--- src/rprd_pkg.sv ---
package rprd_pkg;

  localparam int ADDR_BITS = 8;
  localparam logic [15:0] ADDR_MASK =
    (ADDR_BITS >= 16) ? 16'hFFFF : 16'((32'd1 << ADDR_BITS) - 32'd1);

  localparam int WORD_W   = 16;
  localparam int REG_W    = 8;
  localparam int REPEAT_W = 15;
  localparam int OUT_W    = 40;

  typedef enum logic [3:0] {
    PH_ADDR  = 4'b0001,
    PH_COUNT = 4'b0010,
    PH_RUN   = 4'b0100,
    PH_COPY  = 4'b1000
  } phase_t;

endpackage

--- src/register_patch_rle_decoder_top.sv ---
// Decodes a stream of 16-bit patch words into register writes. Each record is an
// address word, then a count word; a count with bit 15 set is a run whose one value
// word gives a single write carrying the 15-bit repeat count (no write if it is zero),
// and otherwise the count says how many value words follow, each giving a write with
// repeat count 1. A word with the start flag set is always taken as a record address.
// The block takes one word every cycle; each word passes through a small phase machine
// into one output register, so a write appears in the cycle after its value word is
// taken, and the input stalls only while that register holds a result not yet taken.
module register_patch_rle_decoder_top (
  input  logic        clk,
  input  logic        rst,
  input  logic        s_axis_tvalid,
  output logic        s_axis_tready,
  input  logic [15:0] s_axis_tdata,   // [15:0] patch_word
  input  logic [0:0]  s_axis_tuser,   // [0] record_start
  output logic        m_axis_tvalid,
  input  logic        m_axis_tready,
  output logic [39:0] m_axis_tdata    // [7:0] reg_address, [23:8] write_value,
                                      // [38:24] repeat_count, [39] zero
);

  rprd_pkg::phase_t                    phase, phase_next, phase_eff;
  logic [rprd_pkg::REG_W-1:0]          held_address, held_address_next;
  logic [rprd_pkg::REPEAT_W-1:0]       words_left, words_left_next;
  logic [rprd_pkg::REPEAT_W-1:0]       words_dec;
  logic                                emit;
  logic [rprd_pkg::REPEAT_W-1:0]       emit_repeat;
  logic                                accept;
  logic [rprd_pkg::WORD_W-1:0]         word;
  logic [rprd_pkg::WORD_W-1:0]         masked_addr;

  assign word          = s_axis_tdata;
  assign s_axis_tready = !m_axis_tvalid || m_axis_tready;
  assign accept        = s_axis_tvalid && s_axis_tready;
  assign words_dec     = words_left - 15'd1;
  assign masked_addr   = word & rprd_pkg::ADDR_MASK;

  always_comb begin
    phase_eff         = s_axis_tuser[0] ? rprd_pkg::PH_ADDR : phase;
    phase_next        = phase_eff;
    held_address_next = held_address;
    words_left_next   = words_left;
    emit              = 1'b0;
    emit_repeat       = 15'd1;
    unique case (phase_eff)
      rprd_pkg::PH_ADDR: begin
        held_address_next = masked_addr[rprd_pkg::REG_W-1:0];
        phase_next        = rprd_pkg::PH_COUNT;
      end
      rprd_pkg::PH_COUNT: begin
        words_left_next = word[14:0];
        if (word[15]) begin
          phase_next = rprd_pkg::PH_RUN;
        end else if (word[14:0] != 15'd0) begin
          phase_next = rprd_pkg::PH_COPY;
        end else begin
          phase_next = rprd_pkg::PH_ADDR;
        end
      end
      rprd_pkg::PH_RUN: begin
        phase_next      = rprd_pkg::PH_ADDR;
        emit            = (words_left != 15'd0);
        emit_repeat     = words_left;
        words_left_next = 15'd0;
      end
      rprd_pkg::PH_COPY: begin
        emit            = 1'b1;
        words_left_next = words_dec;
        if (words_dec == 15'd0) begin
          phase_next = rprd_pkg::PH_ADDR;
        end
      end
      default: begin
        phase_next = rprd_pkg::PH_ADDR;
      end
    endcase
  end

  always_ff @(posedge clk) begin
    if (rst) begin
      phase         <= rprd_pkg::PH_ADDR;
      held_address  <= '0;
      words_left    <= '0;
      m_axis_tvalid <= 1'b0;
    end else begin
      if (accept) begin
        phase         <= phase_next;
        held_address  <= held_address_next;
        words_left    <= words_left_next;
        m_axis_tvalid <= emit;
      end else if (m_axis_tready) begin
        m_axis_tvalid <= 1'b0;
      end
    end
  end

  always_ff @(posedge clk) begin
    if (accept && emit) begin
      m_axis_tdata <= {1'b0, emit_repeat, word, held_address};
    end
  end

endmodule

--- config.mk ---
export PLATFORM = sky130hd
export DESIGN_NAME = register_patch_rle_decoder_top
export DESIGN_NICKNAME = d
export VERILOG_FILES = /design/src/rprd_pkg.sv /design/src/register_patch_rle_decoder_top.sv
export SDC_FILE = /design/constraint.sdc
export NUM_CORES = 1
export LEC_CHECK = 0
export ABC_AREA = 1
export ABC_CLOCK_PERIOD_IN_PS = 4400
export BUFFER_PORTS_ARGS = -buffer_cell sky130_fd_sc_hd__buf_4
export CAP_MARGIN = 20
export CORE_ASPECT_RATIO = 0.8
export CORE_MARGIN = 4
export CORE_UTILIZATION = 40
export CTS_CLUSTER_SIZE = 30
export DETAILED_ROUTE_END_ITERATION = 6
export GPL_TIMING_DRIVEN = 0
export MAX_ROUTING_LAYER = met4
export PLACE_DENSITY = 0.68
export SLEW_MARGIN = 10
export SYNTH_ARGS = -nofsm -noshare
export SYNTH_HDL_FRONTEND = slang
export SYNTH_SLANG_ARGS = --single-unit
export TNS_END_PERCENT = 5
--- constraint.sdc ---
create_clock -name clk -period 4.4 [get_ports clk]
set_input_delay 0.66 -clock clk [delete_from_list [all_inputs] [get_ports clk]]
set_output_delay 0.66 -clock clk [all_outputs]
set_load 0.02 [all_outputs]
==> flow_summary.toml, run 1 <==
[finish]
seq_area_mm2 = 0.00173
fin_area_mm2 = 0.00392
nNetsFinal = 431
final_util_pct = 52.5
final_cells = 518
n_fill_cell = 719
area_growth_pct = 26.6
drive_above_1_share_pct = 27.1
diodes = 0
multiInputGateArea_mm2 = 0.00117

[die]
pin_count = 63
die_area_mm2 = 0.00921
num_rows = 28
die_w_um = 106
start_util_pct = 41.4
fp.dieH_um = 86.6
core_mm2 = 0.00746

[route]
wirelength_um = 7790
firstDrtPassIters = 4
avgViaCountPerCell = 5.05
drtIter0Drc = 180
drc = 0
ant_nets = 0
post_drt_wl_per_cell_um = 15.0
via_count = 2617

[setup_path]
worstSetupStartpointType = "input pin"
cp_num_cells = 9
critical_path.max_fanout = 24
crit_top_cell = "nor2_4"
crit_path_cell_trace = "buf_4 -> nor2_4 -> inv_4 -> nor2_4 -> nand3_2 -> nand2_4 -> nand2_1 -> a31oi_4 -> buf_16"
r2r_setup_slack_ps = 2070
end_kind = "register"
rr_worst_depth = 8
worstPathRequired_ps = 4460
arrival_ps = 2470
worst-path-buf-inv = 3
cpLargestDelayFamily = "simple AND/OR/NAND/NOR gates"
cpMaxStageDelayCell = "a31oi_4"
max_stage_delay_ps = 580
crit_type = "input pin to register"

[power]
p_per_area_mw_per_mm2 = 333
ir_drop_mv = 0.205
leakagePower_nw = 1.55

[placement]
dpl.hpwl_um = 5800
place.port_buffers = 60
placed_area_mm2 = 0.00372
place.gp.congestion = 0.905
place_inst = 502

[grt]
use_met1_pct = 24.1
grt_util_all_layers_pct = 18.3
antenna_found_initial = 0
top_usage_layer = "met2"
met2_usage_pct = 28.0
grt_pass1_wl_um = 12500
grt_max_degree = 25
grt_pass1_vias = 2495
grt_use_met3_pct = 5.81
overflow = 0

[synthesis]
synthArstFlopShare_pct = 0
yosysWarnings = 0
syn_nets = 359
synth_seq_cells = 67
synth_ff_type = "edfxtp_1"
synth_top_cell_area_share_pct = 37.9
syn-cell-area_mm2 = 0.00309
ys_seq_area_share_pct = 56.0
synth_area_leader_cell = "edfxtp_1"
synthCells = 336
synth.most_common_cell = "nand2_1"
ys_types = 34
syn_area_per_cell_um2 = 9.20
synth_common_cells = "nand2_1 (67), nor2_1 (51), edfxtp_1 (39), dfxtp_1 (28), inv_1 (28)"
synthTopCellsByArea = "edfxtp_1 (38%), dfxtp_1 (18%), nand2_1 (8.1%), nor2_1 (6.2%), a21oi_1 (4.2%)"
synth-edff-count = 39

[timing]
rsz0062_at_grt = "false"
period_needed_ps = 2410
min_period_over_period_pct = 54.8
setup_viol = 0
worstMarginPinSlew_ps = 692
skew_ps = 8.07
finalHoldViolCount = 0
drv_slew = 0
max_slew_margin_pct = 53.8
fmax_mhz = 415

[cts]
cts_setup_buffers = 0
clock-sinks = 67
clockRootBuffer = "clkbuf_8"
cts_max_level = 3
clk_latency_ps = 360
cts_tree = "built"
clockBufferDepth = 2
cts_made_buffers = 9
post_cts_resize_count = 0
path_clk_slew_ps = 80
cts_hold_buf = 0

[run_status]
outcome = "finished, final reports clean"

[min_path]
holdPathStages = 0
worstHoldPathType = "register to register"

[flow_run]
maxCapViolations = 0
## layer usage
metal	part of all wire (%)	wire, um
met5	0	0
met4	1.2	93
met3	7.9	619
met2	44	3450
met1	47	3630
## worst reg2reg max path, stage by stage (launching register included)
cell	delay, ps
dfxtp_1	340
nor2_4	170
inv_4	60
nor2_4	110
nand3_2	240
nand2_4	170
nand2_1	110
a31oi_4	580
buf_16	250
## logic make-up after synthesis
logic type	share of synthesized area [%]
buf+inv	6.76
flops	56.0
fa+ha+maj	0.809
compound gates	11.9
xor+xnor	0.567
simple gates	23.9
other cells	0.121
## sequential cells by signal (all words and copies together), names as in the netlist
name	cells
phase	4
held_address	8
m_axis_tvalid	1
words_left	15
m_axis_tdata	39
## worst paths after layout
path,startpoint,to
max,s_axis_tuser,m_axis_tdata[18]$_DFFE_PP_
min,held_address[5]$_SDFFE_PP0P_,m_axis_tdata[5]$_DFFE_PP_
max reg2reg,phase[0]$_SDFFE_PP1P_,m_axis_tdata[18]$_DFFE_PP_
min reg2reg,held_address[5]$_SDFFE_PP0P_,m_axis_tdata[5]$_DFFE_PP_
## where the power goes
part / total, W / internal [W] / switching (W)
Sequential: 0.000674 / 0.000667 / 0.00000640
Combinational: 0.000110 / 0.0000392 / 0.0000706
Clock: 0.000520 / 0.000265 / 0.000255
Total: 0.00130 / 0.000972 / 0.000332
## through the flow
stage	setup WS [ps]	total power (W)	TNS (ps)	hold slack, ps
after global placement	-661	0.000793	-26180	415
after global routing	1860	0.00136	0	448
after floorplan	626	0.000754	0	409
after detailed placement	1570	0.000796	0	415
after CTS	1960	0.00132	0	436
final	1990	0.00130	0	435
## placed cells by master (no fill, tap or decap), drive strengths merged, types with 2 or more instances in the layout
master	instances
a211oi	2
a21oi	26
a221oi	7
a22oi	4
buf	67
clkbuf	13
clkinv	4
dfxtp	28
edfxtp	39
ha	2
inv	39
nand2	68
nand3	23
nand4	3
nor2	56
nor3	9
nor4	3
o21ai	13
or2	2
xor2	2
## final cells by class
type / count / share of cell area, %
Multi-Input combinational cell: 222 / 29.8
Clock inverter: 7 / 1.92
Buffer: 10 / 1.73
Inverter: 37 / 3.61
Sequential cell: 67 / 44.2
Clock buffer: 9 / 3.16
Tap cell: 105 / 3.36
Timing Repair Buffer: 61 / 12.2
Power figures use the tool's default switching activity.
==> inputs of run 2 (changes only) <==
--- a/config.mk
+++ b/config.mk
@@ -6,7 +6,7 @@
 export NUM_CORES = 1
 export LEC_CHECK = 0
 export ABC_AREA = 1
-export ABC_CLOCK_PERIOD_IN_PS = 4400
+export ABC_CLOCK_PERIOD_IN_PS = 2300
 export BUFFER_PORTS_ARGS = -buffer_cell sky130_fd_sc_hd__buf_4
 export CAP_MARGIN = 20
 export CORE_ASPECT_RATIO = 0.8
==> constraint.sdc (replaced) <==
create_clock -name clk -period 2.3 [get_ports clk]
set_input_delay 0.345 -clock clk [delete_from_list [all_inputs] [get_ports clk]]
set_output_delay 0.345 -clock clk [all_outputs]
set_load 0.02 [all_outputs]
==> flow_summary.toml, run 2 (synthesis results as in run 1) <==
[finish]
diodes = 0
drive_above_1_share_pct = 27.7
largestRegisters = "m_axis_tdata: 39 flops, words_left: 15 flops, held_address: 8 flops"
top_register = "m_axis_tdata"
fin_area_mm2 = 0.00396
largest_reg_flops = 39
nNetsFinal = 433
area_growth_pct = 28.1
layout_common_cells = "nand2_1 (67), buf_4 (62), nor2_1 (50)"
layout_commonest_cell = "nand2_1"

[route]
wirelength_um = 7590
drc = 0
post_drt_wl_per_cell_um = 14.6
avgViaCountPerCell = 5.02
via_count = 2611
firstDrtPassIters = 5
ant_nets = 0
drtIter0Drc = 214

[die]
start_util_pct = 41.4
core_mm2 = 0.00746
fp.dieH_um = 86.6
pin_count = 63
num_rows = 28
die_area_mm2 = 0.00921
die_w_um = 106

[timing]
setup_viol = 0
setup_slack_ps = 223
drv_slew = 0
holdWs_ps = 201
max_slew_margin_pct = 58.4
fin_tns_setup_ps = 0
skew_ps = 11.1
fmax_mhz = 482
min_period_over_period_pct = 90.3
rsz0062_at_grt = "false"
finalHoldViolCount = 0
period_needed_ps = 2080
worstMarginPinSlew_ps = 623

[cts]
clk_latency_ps = 350
cts_made_buffers = 9
path_clk_slew_ps = 70
clock-sinks = 67
clockRootBuffer = "clkbuf_8"
cts_tree = "built"
clockBufferDepth = 2
cts_max_level = 3

[grt]
grt_util_all_layers_pct = 18.1
grt_pass1_wl_um = 12500
overflow = 0
grt_max_degree = 21
antenna_found_initial = 0
grt_pass1_vias = 2436

[setup_path]
cp-endpoint = "m_axis_tdata[23]$_DFFE_PP_"
timing.rr.start = "phase[0]$_SDFFE_PP1P_"
cpLargestDelayFamily = "simple AND/OR/NAND/NOR gates"
crit_top_cell = "nor2_4"
critical_path.max_fanout = 20
rr_worst_depth = 8
cp_num_cells = 8
arrival_ps = 2130
max_stage_delay_ps = 330
reg2reg_to = "m_axis_tdata[23]$_DFFE_PP_"
worst-path-buf-inv = 2
worstSetupStartpointType = "register"
crit_path_cell_trace = "nor2_4 -> inv_4 -> nor2_4 -> nand3_2 -> nand2_4 -> nand2_1 -> a31oi_4 -> buf_16"
end_kind = "register"
critPathLaunch = "phase[0]$_SDFFE_PP1P_"
cpMaxStageDelayCell = "dfxtp_1"
crit_type = "register to register"
r2r_setup_slack_ps = 220
worstPathRequired_ps = 2350

[placement]
placed_area_mm2 = 0.00372
place.gp.congestion = 0.907
place.port_buffers = 60
dpl.hpwl_um = 5630
place_ws_ps = -314

[power]
ir_drop_mv = 0.360
p_per_area_mw_per_mm2 = 629
power_w = 0.00249
leakagePower_nw = 1.55

[min_path]
holdPathStages = 1
worstHoldPathType = "input pin to register"

[run_status]
outcome = "finished, final reports clean"

[flow_run]
maxCapViolations = 0
run 2: what timing repair did:
action / CTS / global route
gates cloned: 1 / 0
setup buffers: 1 / 0
hold buffers: 0 / 0
gates resized for setup: 0 / 2
setup endpoints to repair: 29 / 11
run 2: per-layer routing:
layer,up-vias,GRT usage (%),wire length (um)
li1,1287,-,-
met1,1213,25.4,3590
met2,101,25.4,3190
met3,10,5.81,725
met4,0,4.71,74
met5,-,-,0
run 2: how the worst min path moves through the flow:
stage / from / to / slack, ps
after floorplan: held_address[0]$_SDFFE_PP0P_ / m_axis_tdata[0]$_DFFE_PP_ / 410
after global placement: held_address[3]$_SDFFE_PP0P_ / m_axis_tdata[3]$_DFFE_PP_ / 410
after detailed placement: held_address[1]$_SDFFE_PP0P_ / m_axis_tdata[1]$_DFFE_PP_ / 420
after CTS: s_axis_tdata[13] / m_axis_tdata[21]$_DFFE_PP_ / 180
after global routing: s_axis_tdata[13] / m_axis_tdata[21]$_DFFE_PP_ / 190
final: s_axis_tdata[12] / m_axis_tdata[20]$_DFFE_PP_ / 200
run 2: stage by stage:
stage,cells,utilization [%]
2_1_floorplan,336,-
3_3_place_gp,501,49.4
3_5_place_dp,502,49.8
4_1_cts,520,52.9
5_1_grt,520,53.1
6_report,520,53.1
run 2: cell type report:
class | instances | area (um2)
well taps | 105 | 131
multi-input cells | 223 | 1190
clock inverters | 7 | 76.3
repair buffers | 62 | 498
clock buffers | 9 | 124
flip-flops and latches | 67 | 1730
fillers | 694 | 3500
inverters | 37 | 141
plain buffers | 10 | 67.6
run 2: worst register-to-register path: stages (launching register included):
cell and delay (ps):
dfxtp_1 330, nor2_4 160, inv_4 60, nor2_4 110, nand3_2 280, nand2_4 190, nand2_1 160, a31oi_4 280
buf_16 200
run 2: power by group:
group | switching (W) | internal [W] | total, W
clock network | 0.000482 | 0.000507 | 0.000990
registers | 0.0000118 | 0.00128 | 0.00129
logic | 0.000135 | 0.0000757 | 0.000211
total | 0.000629 | 0.00186 | 0.00249
==> inputs of run 3 (changes only) <==
--- a/config.mk
+++ b/config.mk
@@ -6,7 +6,7 @@
 export NUM_CORES = 1
 export LEC_CHECK = 0
 export ABC_AREA = 1
-export ABC_CLOCK_PERIOD_IN_PS = 2300
+export ABC_CLOCK_PERIOD_IN_PS = 1900
 export BUFFER_PORTS_ARGS = -buffer_cell sky130_fd_sc_hd__buf_4
 export CAP_MARGIN = 20
 export CORE_ASPECT_RATIO = 0.8
@@ -16,7 +16,7 @@
 export DETAILED_ROUTE_END_ITERATION = 6
 export GPL_TIMING_DRIVEN = 0
 export MAX_ROUTING_LAYER = met4
-export PLACE_DENSITY = 0.68
+export PLACE_DENSITY = 0.71
 export SLEW_MARGIN = 10
 export SYNTH_ARGS = -nofsm -noshare
 export SYNTH_HDL_FRONTEND = slang
==> constraint.sdc (replaced) <==
create_clock -name clk -period 1.9 [get_ports clk]
set_input_delay 0.285 -clock clk [delete_from_list [all_inputs] [get_ports clk]]
set_output_delay 0.285 -clock clk [all_outputs]
set_load 0.02 [all_outputs]
==> flow_summary.toml, run 3 (synthesis results as in run 1) <==
[die]
pin_count = 63
start_util_pct = 41.4
fp.dieH_um = 86.6
core_mm2 = 0.00746
die_w_um = 106
die_area_mm2 = 0.00921
num_rows = 28

[finish]
diodes = 0
drive_above_1_share_pct = 32.2
nNetsFinal = 434
layout_common_cells = "buf_4 (65), nand2_1 (60), nor2_1 (47)"
largest_reg_flops = 39
seq_area_mm2 = 0.00174
layout_commonest_cell = "buf_4"
fin_area_mm2 = 0.00400
top_register = "m_axis_tdata"
area_growth_pct = 29.3
largestRegisters = "m_axis_tdata: 39 flops, words_left: 15 flops, held_address: 8 flops"
multiInputGateArea_mm2 = 0.00125
n_fill_cell = 690

[grt]
grt_pass1_vias = 2491
overflow = 0
antenna_found_initial = 0
grt_pass1_wl_um = 12500
grt_max_degree = 28
grt_util_all_layers_pct = 18.1

[min_path]
worstHoldPathType = "input pin to register"

[route]
firstDrtPassIters = 4
ant_nets = 0
drtIter0Drc = 135
wirelength_um = 7790
drc = 0
post_drt_wl_per_cell_um = 14.9
via_count = 2598
avgViaCountPerCell = 4.99

[power]
leakagePower_nw = 1.57
p_comb_share_pct = 9.3
p_sw_share_pct = 26.9
p_clk_share_pct = 36.9
internal_power_w = 0.00212
seq_power_share_pct = 53.8
p_switching_w = 0.000780
p_per_area_mw_per_mm2 = 726
ir_drop_mv = 0.505

[timing]
period_needed_ps = 1790
max_slew_margin_pct = 56.4
finalHoldViolCount = 0
skew_ps = 7.20
holdWs_ps = 137
fmax_mhz = 560
min_period_over_period_pct = 94.0
rsz0062_at_grt = "true"
drv_slew = 0
worstMarginPinSlew_ps = 654
setup_viol = 0

[setup_path]
end_kind = "register"
cpMaxStageDelayCell = "dfxtp_2"
critical_path.max_fanout = 27
max_stage_delay_ps = 330
worstSetupStartpointType = "register"
worstPathRequired_ps = 1960
crit_path_cell_trace = "nor2_4 -> inv_4 -> nor2_4 -> nand3_4 -> nand2_4 -> nand2_2 -> a31oi_4 -> buf_12"
crit_top_cell = "nor2_4"
r2r_setup_slack_ps = 110
arrival_ps = 1850
crit_type = "register to register"

[cts]
path_clk_slew_ps = 70
clock-sinks = 67
cts_made_buffers = 9
clockBufferDepth = 2
cts_hold_buf = 0
cts_max_level = 3
clk_latency_ps = 350
clockRootBuffer = "clkbuf_8"
cts_tree = "built"

[placement]
place.gp.congestion = 0.907
placed_area_mm2 = 0.00373
place.port_buffers = 60
dpl.hpwl_um = 5770

[flow_run]
maxCapViolations = 0

[run_status]
outcome = "finished, final reports clean"
run 3: per-stage QoR:
stage                     total power (W)  utilization [%]  TNS (ps)  setup WS [ps]  std cells
after floorplan                   0.00175                -     -8170           -207        336
after global routing              0.00303             53.6     -1.02          -1.02        521
after CTS                         0.00292             52.7         0           48.2        520
after global placement            0.00184             49.7    -27770           -700        501
after detailed placement          0.00185             50.0    -13240           -404        502
final                             0.00290             53.6         0            113        521
run 3: routing by layer:
layer	up-vias	routed length, um	track usage, %
met2	89	3610	27.9
met3	4	569	5.81
met4	0	46	3.41
met1	1220	3560	23.7
li1	1285	-	-
met5	-	0	-
run 3: worst max-delay path, delay by kind of cell (launching register included):
family | cells | cell delay (ps)
buffers and inverters | 2 | 270
AND/OR/NAND/NOR | 5 | 670
AO/OA/AOI/OAI | 1 | 200
flip-flops | 1 | 330
run 3: worst paths after layout:
kind / start / cells after the start / end
max: phase[0]$_SDFFE_PP1P_ / 8 / m_axis_tdata[19]$_DFFE_PP_
min: s_axis_tdata[14] / 1 / m_axis_tdata[22]$_DFFE_PP_
max reg2reg: phase[0]$_SDFFE_PP1P_ / 8 / m_axis_tdata[19]$_DFFE_PP_
min reg2reg: held_address[0]$_SDFFE_PP0P_ / 0 / m_axis_tdata[0]$_DFFE_PP_
run 3: layout make-up:
| class | count | area share (%) |
|---|---|---|
| Sequential cell | 67 | 43.4 |
| Multi-Input combinational cell | 222 | 31.3 |
| Timing Repair Buffer | 64 | 12.3 |
| Inverter | 37 | 3.60 |
| Tap cell | 105 | 3.29 |
| Clock buffer | 9 | 3.10 |
| Buffer | 10 | 1.69 |
| Clock inverter | 7 | 1.28 |
run 3: power groups by stage:
stage          combinational [W]  sequential, W  clock (W)
6_report                0.000269        0.00156    0.00107
5_1_grt                 0.000298        0.00156    0.00117
4_1_cts                 0.000257        0.00156    0.00110
3_5_place_dp            0.000252        0.00159          0
3_3_place_gp            0.000246        0.00159          0
2_1_floorplan           0.000161        0.00159          0
run 3: repair_timing:
| action | in CTS | in global routing |
|---|---|---|
| endpoints found under the setup margin | 42 | 44 |
| pin swaps | 1 | 2 |
| gates resized for setup | 4 | 17 |
| buffers inserted | 2 | 1 |
